**config.mk**
```make
export PLATFORM = sky130hd
export DESIGN_NAME = rgbcm_blend
export DESIGN_NICKNAME = d
export VERILOG_FILES = /design/src/rtl/core/rgbcm_pkg.sv /design/src/rtl/core/rgbcm_blend.sv
export SDC_FILE = /design/constraint.sdc
export NUM_CORES = 1
export LEC_CHECK = 0
export BUFFER_PORTS_ARGS = -buffer_cell sky130_fd_sc_hd__buf_2
export CAP_MARGIN = 20
export CORE_ASPECT_RATIO = 1.25
export CORE_MARGIN = 4
export CORE_UTILIZATION = 45
export DETAILED_ROUTE_END_ITERATION = 6
export SLEW_MARGIN = 30
export SYNTH_ARGS = -nofsm -noshare
export SYNTH_HDL_FRONTEND = slang
export SYNTH_SLANG_ARGS = --single-unit
```
**constraint.sdc**
```tcl
create_clock -name aclk -period 6.75 [get_ports aclk]
set_input_delay 0.675 -clock aclk [delete_from_list [all_inputs] [get_ports aclk]]
set_output_delay 0.675 -clock aclk [all_outputs]
set_load 0.03 [all_outputs]
```
**src/rtl/core/rgbcm_pkg.sv**
```systemverilog
`timescale 1ns / 1ps
`default_nettype none

package rgbcm_pkg;

    // Fixed field widths
    localparam int PIX_W       = 8;
    localparam int COMP_W      = 16;
    localparam int INDEX_W     = 15;

    // Cube geometry: 32 points per axis, 8 pixel steps per cell
    localparam int CUBE_BITS   = 5;
    localparam int CUBE_SIDE   = 1 << CUBE_BITS;
    localparam int CUBE_DEPTH  = CUBE_SIDE * CUBE_SIDE * CUBE_SIDE;
    localparam int CELL_SHIFT  = 3;
    localparam int CELL_STEPS  = 1 << CELL_SHIFT;
    localparam int TOP_BASE    = CUBE_SIDE - 2;
    localparam int FULL_SCALE  = 255;

    localparam int FRACTION_BITS_DEFAULT = 15;

    typedef enum logic {
        OP_WRITE = 1'b0,
        OP_PIXEL = 1'b1
    } op_t;

    typedef struct packed {
        op_t                opcode;
        logic [INDEX_W-1:0] entry_index;
        logic [COMP_W-1:0]  entry_red;
        logic [COMP_W-1:0]  entry_green;
        logic [COMP_W-1:0]  entry_blue;
        logic [PIX_W-1:0]   pixel_red;
        logic [PIX_W-1:0]   pixel_green;
        logic [PIX_W-1:0]   pixel_blue;
    } in_item_t;

    typedef struct packed {
        logic [PIX_W-1:0] out_red;
        logic [PIX_W-1:0] out_green;
        logic [PIX_W-1:0] out_blue;
    } out_item_t;

    typedef struct packed {
        logic [COMP_W-1:0] red;
        logic [COMP_W-1:0] green;
        logic [COMP_W-1:0] blue;
    } entry_t;

    // Load strobes for the blend stages
    typedef struct packed {
        logic load2;
        logic load3;
        logic load4;
    } pipe_en_t;

endpackage

`default_nettype wire

```
**src/rtl/core/rgbcm_blend.sv**
```systemverilog
`timescale 1ns / 1ps
`default_nettype none

// One channel: weighted sum, scale by 255, shift, saturate or bypass.
module rgbcm_blend #(
    parameter int FRACTION_BITS = rgbcm_pkg::FRACTION_BITS_DEFAULT
) (
    input  wire logic                             aclk,
    input  wire rgbcm_pkg::pipe_en_t              en,
    input  wire logic                             bypass,
    input  wire logic [rgbcm_pkg::PIX_W-1:0]      pixel,
    input  wire logic [rgbcm_pkg::COMP_W-1:0]     base_comp,
    input  wire logic [rgbcm_pkg::COMP_W-1:0]     diag_comp,
    output logic      [rgbcm_pkg::PIX_W-1:0]      result
);

    localparam int PW     = rgbcm_pkg::PIX_W;
    localparam int CS     = rgbcm_pkg::CELL_SHIFT;
    localparam int ACC_W  = rgbcm_pkg::COMP_W + CS;
    localparam int PROD_W = ACC_W + PW;
    localparam int SHIFT  = FRACTION_BITS + CS;

    logic [CS-1:0]     frac;
    logic [CS:0]       w_base;
    logic [ACC_W-1:0]  acc_next;
    logic [ACC_W-1:0]  acc_reg;
    logic [PW-1:0]     pix2_reg;
    logic [PROD_W-1:0] prod_next;
    logic [PROD_W-1:0] prod_reg;
    logic [PW-1:0]     pix3_reg;
    logic [PROD_W-1:0] scaled;
    logic [PW-1:0]     sat;
    logic [PW-1:0]     result_next;
    logic [PW-1:0]     result_reg;

    assign frac     = pixel[CS-1:0];
    assign w_base   = (CS+1)'(rgbcm_pkg::CELL_STEPS) - {1'b0, frac};
    assign acc_next = ACC_W'(w_base) * ACC_W'(base_comp)
                    + ACC_W'(frac) * ACC_W'(diag_comp);

    assign prod_next = PROD_W'(acc_reg) * PROD_W'(rgbcm_pkg::FULL_SCALE);

    assign scaled      = prod_reg >> SHIFT;
    assign sat         = (|scaled[PROD_W-1:PW]) ? {PW{1'b1}} : scaled[PW-1:0];
    assign result_next = bypass ? pix3_reg : sat;

    always_ff @(posedge aclk) begin
        if (en.load2) begin
            acc_reg  <= acc_next;
            pix2_reg <= pixel;
        end
        if (en.load3) begin
            prod_reg <= prod_next;
            pix3_reg <= pix2_reg;
        end
        if (en.load4) begin
            result_reg <= result_next;
        end
    end

    assign result = result_reg;

endmodule

`default_nettype wire

```
# Yosys cells after proc, flatten, opt, wreduce, memory -nomap -nowiden
# Cells that the tools add are included.
[word_totals]
elab_cells = 12
inputBits = 45
regBits = 70
out_inout_bits = 8
[classes]
n_addsub = 2
multipliers = 3
muxes = 2
[ops]
columns = ["operator", "n"]
rows = [
  ["$mul 19x8->27 const B", 1],
  ["$add 19x19->19", 1],
  ["$mul 3x16->19", 1],
  ["$mul 4x16->19", 1],
  ["$mux 8", 2],
  ["$sub 4x3->4 const A", 1],
]

# Logic depth before layout (Yosys ltp)
# Gate-level depths: netlist (run 1).
[logic_depth]
word_depth = 3
mapped_depth = 20
depth_no_buf = 18

# Worst setup path after synthesis (run 1)
# OpenSTA, ideal clock, no wires.
[synth_path]
kind = "input to register"
from = "input port pixel[0] (netlist bit)"
to = "register acc_reg[18] (data pin)"
arrival_ns = 5.416
slack_ns = 1.073
required_time_ns = 6.489
stages = 19
setup_ns = 0.261
path_buffers = 2
path_cell_list = "clkbuf_1 > inv_1 > ha_1 > xnor2_1 > clkbuf_1 > and2_1 > fa_1 > fa_1 > fa_1 > inv_1 > fa_1 > inv_1 > ha_1 > a21oi_1 > o21ai_0 > o21bai_1 > a311oi_1 > o21ai_0 > xnor2_1"
[synth_between]
elab_chain_cells = 3
word_cells_on_any_way = 4
classes_between = "2 x add/sub; 2 x mul"
[synth_rtl]
columns = ["element", "line_no", "source"]
rows = [
  ["from (decl)", "rgbcm_blend.sv:11", "input wire logic [rgbcm_pkg::PIX_W-1:0] pixel,"],
  ["$sub 4x3->4", "rgbcm_blend.sv:37", "assign w_base = (CS+1)'(rgbcm_pkg::CELL_STEPS) - {1'b0, frac};"],
  ["$mul 4x16->19", "rgbcm_blend.sv:38", "assign acc_next = ACC_W'(w_base) * ACC_W'(base_comp)"],
  ["$add 19x19->19 *", "rgbcm_blend.sv:39", "+ ACC_W'(frac) * ACC_W'(diag_comp);"],
  ["named net acc_next[18]", "rgbcm_blend.sv:25", "logic [ACC_W-1:0] acc_next;"],
  ["to (signal assigned)", "rgbcm_blend.sv:49", "acc_reg <= acc_next;"],
  ["to (decl)", "rgbcm_blend.sv:26", "logic [ACC_W-1:0] acc_reg;"],
]
# Mark *: on every way through the listed nets, which the timed path passes. The rest lies on a longest branch.
# A chain may end at the register's enable or synchronous reset.

# Worst setup path in the final report (run 1)
[layout_path]
from = "input port pixel[1] (netlist bit)"
to = "register acc_reg[17] (data pin)"
# Same word-level chain as after synthesis.

==> summary.md, run 1 <==
| Metric | Value |
|---|---|
| Wire length per cell | `13.8 µm` |
| Routability cong. | `0.868` |
| Final-layout setup total negative slack | `0 ns` |
| Number of top-level design ports | `53` |
| Residual DRC count | `0` |
| H-tree depth | `2` |
| Number of buffers inserted during clock tree synthesis | `5` |
| Source of the critical timing path | `pixel[1]` |
| Reg2reg start | `acc_reg[3]$_DFFE_PP_` |
| Area leader, netlist | `sky130_fd_sc_hd__fa_1` |
| Clock latency on the worst-skew pair | `0.30 ns` |
| Maximum clock skew at final layout | `0.00746 ns` |
| Number of global-route vias before repair | `5,670` |
| Height of the die | `157 µm` |
| Flop-to-flop setup slack | `2.06 ns` |
| Crit path max fanout | `19` |
| Area of the placeable core | `0.0174 mm²` |
| Slew at the pin closest to its max-slew limit | `0.611 ns` |
| Number of maximum-capacitance constraint violations | `0` |
| 1st-pass router iterations | `4` |
| Final worst path period share | `0.828` |
| Area fraction of the dominant cell type after synthesis | `0.395` |
| Total of endpoints with negative setup slack in the final report | `0` |
| Yosys Warn Count | `0` |
| Clock tree sinks | `52` |
| Number of buffers between clock root and the deepest sink | `2` |
| Post-DP HPWL | `12,300 µm` |
| Main area contributors after synthesis | `sky130_fd_sc_hd__fa_1, sky130_fd_sc_hd__edfxtp_1, sky130_fd_sc_hd__ha_1, sky130_fd_sc_hd__and2_1, sky130_fd_sc_hd__inv_1` |
| Critical Path Source Type | `input port` |
| Post-route antenna net violation count | `0` |
| Max-slew violations | `0` |
| Worst hold path cell count | `0` |
| Die extent in x | `127 µm` |
| Global route total overflow | `0` |
| Number of register bits inferred by synthesis | `52` |
| Share of post-route cells with drive strength above 1 | `0.0873` |
| Clock-pin slew of the registers on the worst-case setup and hold paths | `0.07 ns` |
| RSZ-0062 raised after global routing | `no` |
| Post-Synthesis Mean Instance Area | `11.0 µm²` |
| Fin. Hold Viols | `0` |
| CP endpoint | `acc_reg[17]$_DFFE_PP_` |
| Fraction of the yosys area taken by sequential cells | `0.196` |
| Min cycle time layout | `5.59 ns` |
| Worst slew margin relative to its limit | `0.593` |
| Endpoint of the most critical register-to-register path | `prod_reg[24]$_DFFE_PP_` |
| Class of the worst hold path | `reg2reg` |
| Global-route wire length before repair | `25,300 µm` |
| Routed wire length | `13,800 µm` |
| Number of gates resized after CTS | `0` |
| Mapped Cells | `726` |
| Total global routing track utilization | `0.152` |
| TritonCTS clock tree | `yes` |
| Outcome | `finished clean` |
| Area of the mapped netlist | `0.00795 mm²` |
| DR vias | `4,970` |
| Required time reported for the critical path endpoint | `6.80 ns` |
| Post-synthesis cell type count | `36` |
| Achievable frequency | `0.179 GHz` |
| Worst Path Arrival | `5.64 ns` |
| Number of antenna violations at the first check in global routing | `0` |
| Fillcell total | `1,608` |
| Clock Root Buffer | `sky130_fd_sc_hd__clkbuf_16` |
| Nets | `1,054` |
| Net Count, Synth | `1,002` |
| Count of routing violations after the opening detailed-route iteration | `184` |
| Worst R2R Path Depth | `15` |
| Number of hold buffers added after CTS | `0` |
| Worst setup EP type | `register` |
| Setup Buffers After CTS | `0` |
| Critical setup path kind | `in2reg` |
| Port Buf Inserts | `52` |
| Average vias per placed instance | `4.96` |
| Area enclosed by the die boundary | `0.0199 mm²` |
| Effective utilization at floorplan | `0.456` |
| Flip-flop count of the largest register after layout | `19` |
| Number of placement rows | `54` |
| Area growth, synth to finish | `8.54%` |
| Number of diodes | `0` |
| Pin count of the biggest net entering global routing | `35` |
-- cells in the mapped netlist --
| cell type | instances |
|---|---|
| sky130_fd_sc_hd__a211o_1 | 1 |
| sky130_fd_sc_hd__a22oi_1 | 1 |
| sky130_fd_sc_hd__o22ai_1 | 1 |
| sky130_fd_sc_hd__inv_1 | 139 |
| sky130_fd_sc_hd__nand2b_1 | 1 |
| sky130_fd_sc_hd__a221oi_1 | 1 |
| sky130_fd_sc_hd__a21boi_0 | 1 |
| sky130_fd_sc_hd__xor2_1 | 9 |
| sky130_fd_sc_hd__o21a_1 | 5 |
| sky130_fd_sc_hd__o2bb2ai_1 | 1 |
| sky130_fd_sc_hd__nor2_1 | 19 |
| sky130_fd_sc_hd__a311oi_1 | 1 |
| sky130_fd_sc_hd__nor3_1 | 8 |
| sky130_fd_sc_hd__and3_1 | 1 |
| sky130_fd_sc_hd__ha_1 | 74 |
| sky130_fd_sc_hd__a21oi_1 | 24 |
| sky130_fd_sc_hd__clkbuf_1 | 11 |
| sky130_fd_sc_hd__a21o_1 | 14 |
| sky130_fd_sc_hd__o21ai_0 | 19 |
| sky130_fd_sc_hd__nand4_1 | 3 |
| sky130_fd_sc_hd__and2_1 | 91 |
| sky130_fd_sc_hd__or3_1 | 1 |
| sky130_fd_sc_hd__o211ai_1 | 4 |
| sky130_fd_sc_hd__nor4bb_1 | 1 |
| sky130_fd_sc_hd__edfxtp_1 | 52 |
| sky130_fd_sc_hd__or2_2 | 4 |
| sky130_fd_sc_hd__fa_1 | 157 |
| sky130_fd_sc_hd__xnor2_1 | 21 |
| sky130_fd_sc_hd__or4b_1 | 1 |
| sky130_fd_sc_hd__nand2_1 | 37 |
| sky130_fd_sc_hd__nor4b_1 | 1 |
| sky130_fd_sc_hd__a211oi_1 | 2 |
| sky130_fd_sc_hd__nand3_1 | 9 |
| sky130_fd_sc_hd__nor2b_1 | 3 |
| sky130_fd_sc_hd__o21bai_1 | 6 |
| sky130_fd_sc_hd__o2111ai_1 | 2 |
-- how the worst min path moves through the flow --
stage | from | end | slack [ns]
final | pix2_reg[3]$_DFFE_PP_ | pix3_reg[3]$_DFFE_PP_ | 0.42
after detailed placement | pix2_reg[3]$_DFFE_PP_ | pix3_reg[3]$_DFFE_PP_ | 0.41
after global placement | pix2_reg[3]$_DFFE_PP_ | pix3_reg[3]$_DFFE_PP_ | 0.40
after CTS | pix2_reg[3]$_DFFE_PP_ | pix3_reg[3]$_DFFE_PP_ | 0.42
after global routing | pix2_reg[6]$_DFFE_PP_ | pix3_reg[6]$_DFFE_PP_ | 0.43
after floorplan | pix2_reg[0]$_DFFE_PP_ | pix3_reg[0]$_DFFE_PP_ | 0.40
-- per-stage QoR --
step           setup WS, ns  instance area, µm²  hold slack (ns)  std cells   util
6_report               1.16                8630            0.422       1003  0.495
5_1_grt               0.837                8630            0.432       1003  0.495
4_1_cts                1.15                8630            0.419       1003  0.495
3_5_place_dp          0.845                8480            0.406        995  0.487
3_3_place_gp          0.957                8480            0.403        995  0.487
2_1_floorplan          1.07                7950            0.400        726      -
-- metal layers --
metal	vias to the layer above	track usage	part of all wire
li1	2403	-	-
met1	2500	0.183	0.43
met2	55	0.295	0.54
met3	12	0.0126	0.018
met4	0	0.0327	0.013
met5	-	0	0
-- cells by family after synthesis --
kind of cell | share of synthesized area
fa+ha+maj | 0.512
simple gates | 0.123
buf+inv | 0.0708
compound gates | 0.0656
flops | 0.196
xor+xnor | 0.0330
-- critical path: stages --
cell                       delay (ns)
sky130_fd_sc_hd__buf_2           0.28
sky130_fd_sc_hd__inv_1           0.08
sky130_fd_sc_hd__ha_1            0.55
sky130_fd_sc_hd__and2_1          0.21
sky130_fd_sc_hd__fa_1            0.43
sky130_fd_sc_hd__fa_1            0.50
sky130_fd_sc_hd__inv_1           0.05
sky130_fd_sc_hd__fa_1            0.52
sky130_fd_sc_hd__inv_1           0.05
sky130_fd_sc_hd__fa_1            0.47
sky130_fd_sc_hd__ha_1            0.38
sky130_fd_sc_hd__a211oi_1        0.32
sky130_fd_sc_hd__o21a_1          0.22
sky130_fd_sc_hd__o22ai_1         0.09
sky130_fd_sc_hd__or2_2           0.32
sky130_fd_sc_hd__o211ai_1        0.23
sky130_fd_sc_hd__a21oi_1         0.11
sky130_fd_sc_hd__xor2_1          0.15
-- cells in the final DEF (no fill, tap or decap), types with 2 or more instances in the layout --
cell / count
sky130_fd_sc_hd__inv_6: 2
sky130_fd_sc_hd__and2_1: 91
sky130_fd_sc_hd__buf_2: 52
sky130_fd_sc_hd__o211ai_1: 4
sky130_fd_sc_hd__or2_2: 4
sky130_fd_sc_hd__clkbuf_16: 5
sky130_fd_sc_hd__nor2_1: 19
sky130_fd_sc_hd__buf_4: 4
sky130_fd_sc_hd__a21o_1: 14
sky130_fd_sc_hd__o2111ai_1: 2
sky130_fd_sc_hd__o21bai_1: 6
sky130_fd_sc_hd__o21ai_0: 19
sky130_fd_sc_hd__xor2_1: 9
sky130_fd_sc_hd__inv_1: 139
sky130_fd_sc_hd__nand4_1: 3
sky130_fd_sc_hd__xnor2_1: 21
sky130_fd_sc_hd__nor3_1: 8
sky130_fd_sc_hd__o21a_1: 5
sky130_fd_sc_hd__edfxtp_1: 52
sky130_fd_sc_hd__fa_1: 157
sky130_fd_sc_hd__nand3_1: 9
sky130_fd_sc_hd__nor2b_1: 3
sky130_fd_sc_hd__ha_1: 74
sky130_fd_sc_hd__a211oi_1: 2
sky130_fd_sc_hd__nand2_1: 37
sky130_fd_sc_hd__a21oi_1: 24
-- final cells by class --
| cell class | count | area, µm² | area share |
|---|---|---|---|
| clock buffer | 5 | 125 | 0.0145 |
| clock inverter | 3 | 25.0 | 0.00290 |
| inverter | 139 | 522 | 0.0604 |
| multi-input combinational | 524 | 5830 | 0.675 |
| sequential | 52 | 1560 | 0.181 |
| tap | 224 | 280 | 0.0325 |
| timing repair buffer | 56 | 290 | 0.0336 |
Power of run 1 is not shown: default switching activity piles up to over one toggle a cycle in this logic, so the estimate is an artifact.
==> run 2, diff against run 1 <==
- ABC_AREA: unset -> 1
- clock period: 6.75 -> 4.6 ns (I/O delays scaled with it)
==> summary.md, run 2 <==
| Metric | Value |
|---|---|
| Critical Path Source Type | `input port` |
| Max-slew violations | `0 (unchanged)` |
| Post-DP HPWL | `15,700 µm (+27%)` |
| Minimum hold slack | `0.339 ns (-0.0831 ns)` |
| Post-route antenna net violation count | `0 (unchanged)` |
| Class of the worst hold path | `in2reg` |
| Average vias per placed instance | `4.60 (-7.1%)` |
| Residual DRC count | `0 (unchanged)` |
| Clock latency on the worst-skew pair | `0.29 ns (about the same)` |
| Height of the die | `166 µm (+6.0%)` |
| Area leader, netlist | `sky130_fd_sc_hd__fa_1` |
| Share of post-route cells with drive strength above 1 | `0.149 (+0.0616)` |
| Total of endpoints with negative setup slack in the final report | `0 (unchanged)` |
| Maximum clock skew at final layout | `0.00355 ns (-0.00391 ns)` |
| Area of the mapped netlist | `0.00900 mm² (+13%)` |
| Number of diodes | `0 (unchanged)` |
| Number of antenna violations at the first check in global routing | `0 (unchanged)` |
| Min cycle time layout | `4.46 ns` |
| Number of maximum-capacitance constraint violations | `0 (unchanged)` |
| Worst slew margin relative to its limit | `0.601 (+0.00787)` |
| Port Buf Inserts | `52 (unchanged)` |
| Area of the placeable core | `0.0195 mm² (+12%)` |
| Sum of buffers and inverters on the critical path | `7 (+3)` |
| Nets | `1,464 (+39%)` |
| Achievable frequency | `0.224 GHz` |
| Number of buffers between clock root and the deepest sink | `2 (unchanged)` |
| Pin count of the biggest net entering global routing | `28 (-20%)` |
| Fin. Hold Viols | `0 (unchanged)` |
| Net Count, Synth | `1,378 (+38%)` |
| Routed wire length | `17,500 µm (+26%)` |
| Number of top-level design ports | `53 (unchanged)` |
| Max stage delay cell, worst path | `sky130_fd_sc_hd__fa_1` |
| Number of placement rows | `57 (+5.6%)` |
| Yosys Warn Count | `0 (unchanged)` |
| Flip-flop count of the largest register after layout | `19 (unchanged)` |
| Main area contributors after synthesis | `sky130_fd_sc_hd__fa_1, sky130_fd_sc_hd__edfxtp_1, sky130_fd_sc_hd__inv_1, sky130_fd_sc_hd__nand2_1, sky130_fd_sc_hd__ha_1` |
| Number of buffers inserted during clock tree synthesis | `5 (unchanged)` |
| Sequential cell area | `0.00156 mm² (unchanged)` |
| Effective utilization at floorplan | `0.460 (+0.00415)` |
| Total global routing track utilization | `0.167 (+0.0144)` |
| Slowest cell delay on critical path | `0.54 ns (about the same)` |
| Most common cell after layout, fill and taps aside | `sky130_fd_sc_hd__inv_1` |
| Most frequently used flop master after synthesis | `sky130_fd_sc_hd__edfxtp_1` |
| Routability cong. | `0.848 (-2.3%)` |
| Post-Synthesis Mean Instance Area | `8.16 µm² (-25%)` |
| Number of synthesized flops with an enable pin | `52 (unchanged)` |
| H-tree depth | `2 (unchanged)` |
| Area fraction of the dominant cell type after synthesis | `0.349 (-0.0458)` |
| Clock Root Buffer | `sky130_fd_sc_hd__clkbuf_16` |
| DR vias | `6,695 (+35%)` |
| Outcome | `finished clean` |
| Most common cell on crit path | `sky130_fd_sc_hd__fa_1` |
| CP top delay family | `adder cells` |
| Clock tree sinks | `52 (unchanged)` |
| Global route total overflow | `0 (unchanged)` |
| Count of routing violations after the opening detailed-route iteration | `244 (+33%)` |
| Number of register bits inferred by synthesis | `52 (unchanged)` |
| Area used by multi-input combinational logic | `0.00661 mm² (+13%)` |
| Fraction of the yosys area taken by sequential cells | `0.174 (-0.0228)` |
| Required time reported for the critical path endpoint | `4.65 ns (-2.15 ns)` |
| Worst setup EP type | `register` |
| Area growth, synth to finish | `15.7%` |
| Top library cells by usage in the layout, fill and taps aside | `sky130_fd_sc_hd__inv_1, sky130_fd_sc_hd__nand2_1, sky130_fd_sc_hd__fa_1, sky130_fd_sc_hd__ha_1, sky130_fd_sc_hd__nor2_1` |
| Area enclosed by the die boundary | `0.0223 mm² (+12%)` |
| Sequence of cells on the critical path | `buf_2 -> buf_4 -> nor3_4 -> clkinvlp_4 -> buf_8 -> nor2_4 -> fa_1 -> fa_1 -> fa_1 -> inv_1 -> fa_1 -> inv_1 -> ha_4 -> or2_4 -> nand3_1 -> o211ai_1 -> buf_4 -> xor2_1` |
| Global-route wire length before repair | `31,100 µm (+23%)` |
| Number of global-route vias before repair | `7,067 (+25%)` |
| Crit path max fanout | `5 (-14)` |
| TritonCTS clock tree | `yes` |
| Worst Path Arrival | `4.52 ns (-1.12 ns)` |
| Ranking of synthesized cells by instance count | `sky130_fd_sc_hd__inv_1, sky130_fd_sc_hd__nand2_1, sky130_fd_sc_hd__fa_1` |
| Mapped Cells | `1,102 (+52%)` |
| Wire length per cell | `12.0 µm (-13%)` |
| Clock-pin slew of the registers on the worst-case setup and hold paths | `0.07 ns (about the same)` |
| RSZ-0062 raised after global routing | `yes` |
| Critical setup path kind | `in2reg` |
| Fillcell total | `1,936 (+20%)` |
| Post-synthesis cell type count | `34 (-5.6%)` |
| Slew at the pin closest to its max-slew limit | `0.599 ns (-0.0118 ns)` |
| Final worst path period share | `0.970` |
| Async set or reset register ratio after synthesis | `0 (unchanged)` |
| Die extent in x | `134 µm (+6.0%)` |
| 1st-pass router iterations | `4 (unchanged)` |
run 2: changes by cell type after synthesis, sizes merged, moves of 13 or more:
cell	change
nand2	+269
inv	+166
and2	-90
nor2	+58
nand3	+24
xnor2	-14
a21o	-13
run 2: final cells by class:
type | instances | share of cell area
clock buffers | 5 | 0.0120
inverters | 305 | 0.110
repair buffers | 93 | 0.0588
flip-flops and latches | 52 | 0.150
multi-input cells | 731 | 0.635
clock inverters | 3 | 0.00240
well taps | 265 | 0.0319
run 2: routing by layer:
layer | track usage | up-vias | wire length, µm
met4 | 0.0372 | 0 | 259
met1 | 0.196 | 3196 | 7170
met3 | 0.0121 | 14 | 362
met2 | 0.326 | 73 | 9690
met5 | 0 | - | 0
li1 | - | 3412 | -
run 2: worst reg2reg max path, stage by stage, from the launching register on:
cell                       delay (ns)
sky130_fd_sc_hd__edfxtp_1        0.59
sky130_fd_sc_hd__fa_1            0.59
sky130_fd_sc_hd__fa_1            0.50
sky130_fd_sc_hd__inv_1           0.05
sky130_fd_sc_hd__fa_1            0.46
sky130_fd_sc_hd__fa_1            0.49
sky130_fd_sc_hd__inv_1           0.04
sky130_fd_sc_hd__ha_1            0.38
sky130_fd_sc_hd__nand2_1         0.14
sky130_fd_sc_hd__nor2_1          0.18
sky130_fd_sc_hd__nand2_1         0.10
sky130_fd_sc_hd__nor2_1          0.11
sky130_fd_sc_hd__o21ai_1         0.13
sky130_fd_sc_hd__nand4_1         0.12
sky130_fd_sc_hd__nand2_1         0.06
run 2: repair_timing:
action / CTS / global route
buffers inserted: 3 / 4
pin swaps: 2 / 43
cloned: 0 / 0
gates resized for setup: 1 / 63
setup endpoints to repair: 1 / 12
hold buffers: 0 / 0
run 2: through the flow:
step,std cells,worst slack [ns],utilization,area (µm²),TNS [ns]
floorplan,1102,0.00378,-,9200,0
global placement,1439,-0.245,0.509,9950,-1.95
detailed placement,1439,-0.306,0.509,9950,-2.73
CTS,1450,0.0150,0.518,10100,0
global route,1454,-0.0574,0.533,10400,-0.114
finish,1454,0.136,0.533,10400,0
run 2: final timing paths:
check / startpoint / end / slack [ns] / depth (start not counted)
setup / recovery: pixel[1] / acc_reg[9]$_DFFE_PP_ / 0.14 / 18
hold / removal: pixel[5] / pix2_reg[5]$_DFFE_PP_ / 0.34 / 1
setup reg to reg: acc_reg[17]$_DFFE_PP_ / prod_reg[24]$_DFFE_PP_ / 0.41 / 14
hold reg to reg: pix2_reg[7]$_DFFE_PP_ / pix3_reg[7]$_DFFE_PP_ / 0.42 / 0
run 2: kinds of logic after synthesis:
logic type	Yosys count	share of synthesized area
buf+inv	319	0.135
simple gates	436	0.196
compound gates	49	0.0282
fa+ha+maj	231	0.452
flops	52	0.174
xor+xnor	15	0.0154
Power of run 2 is left out for the same reason.
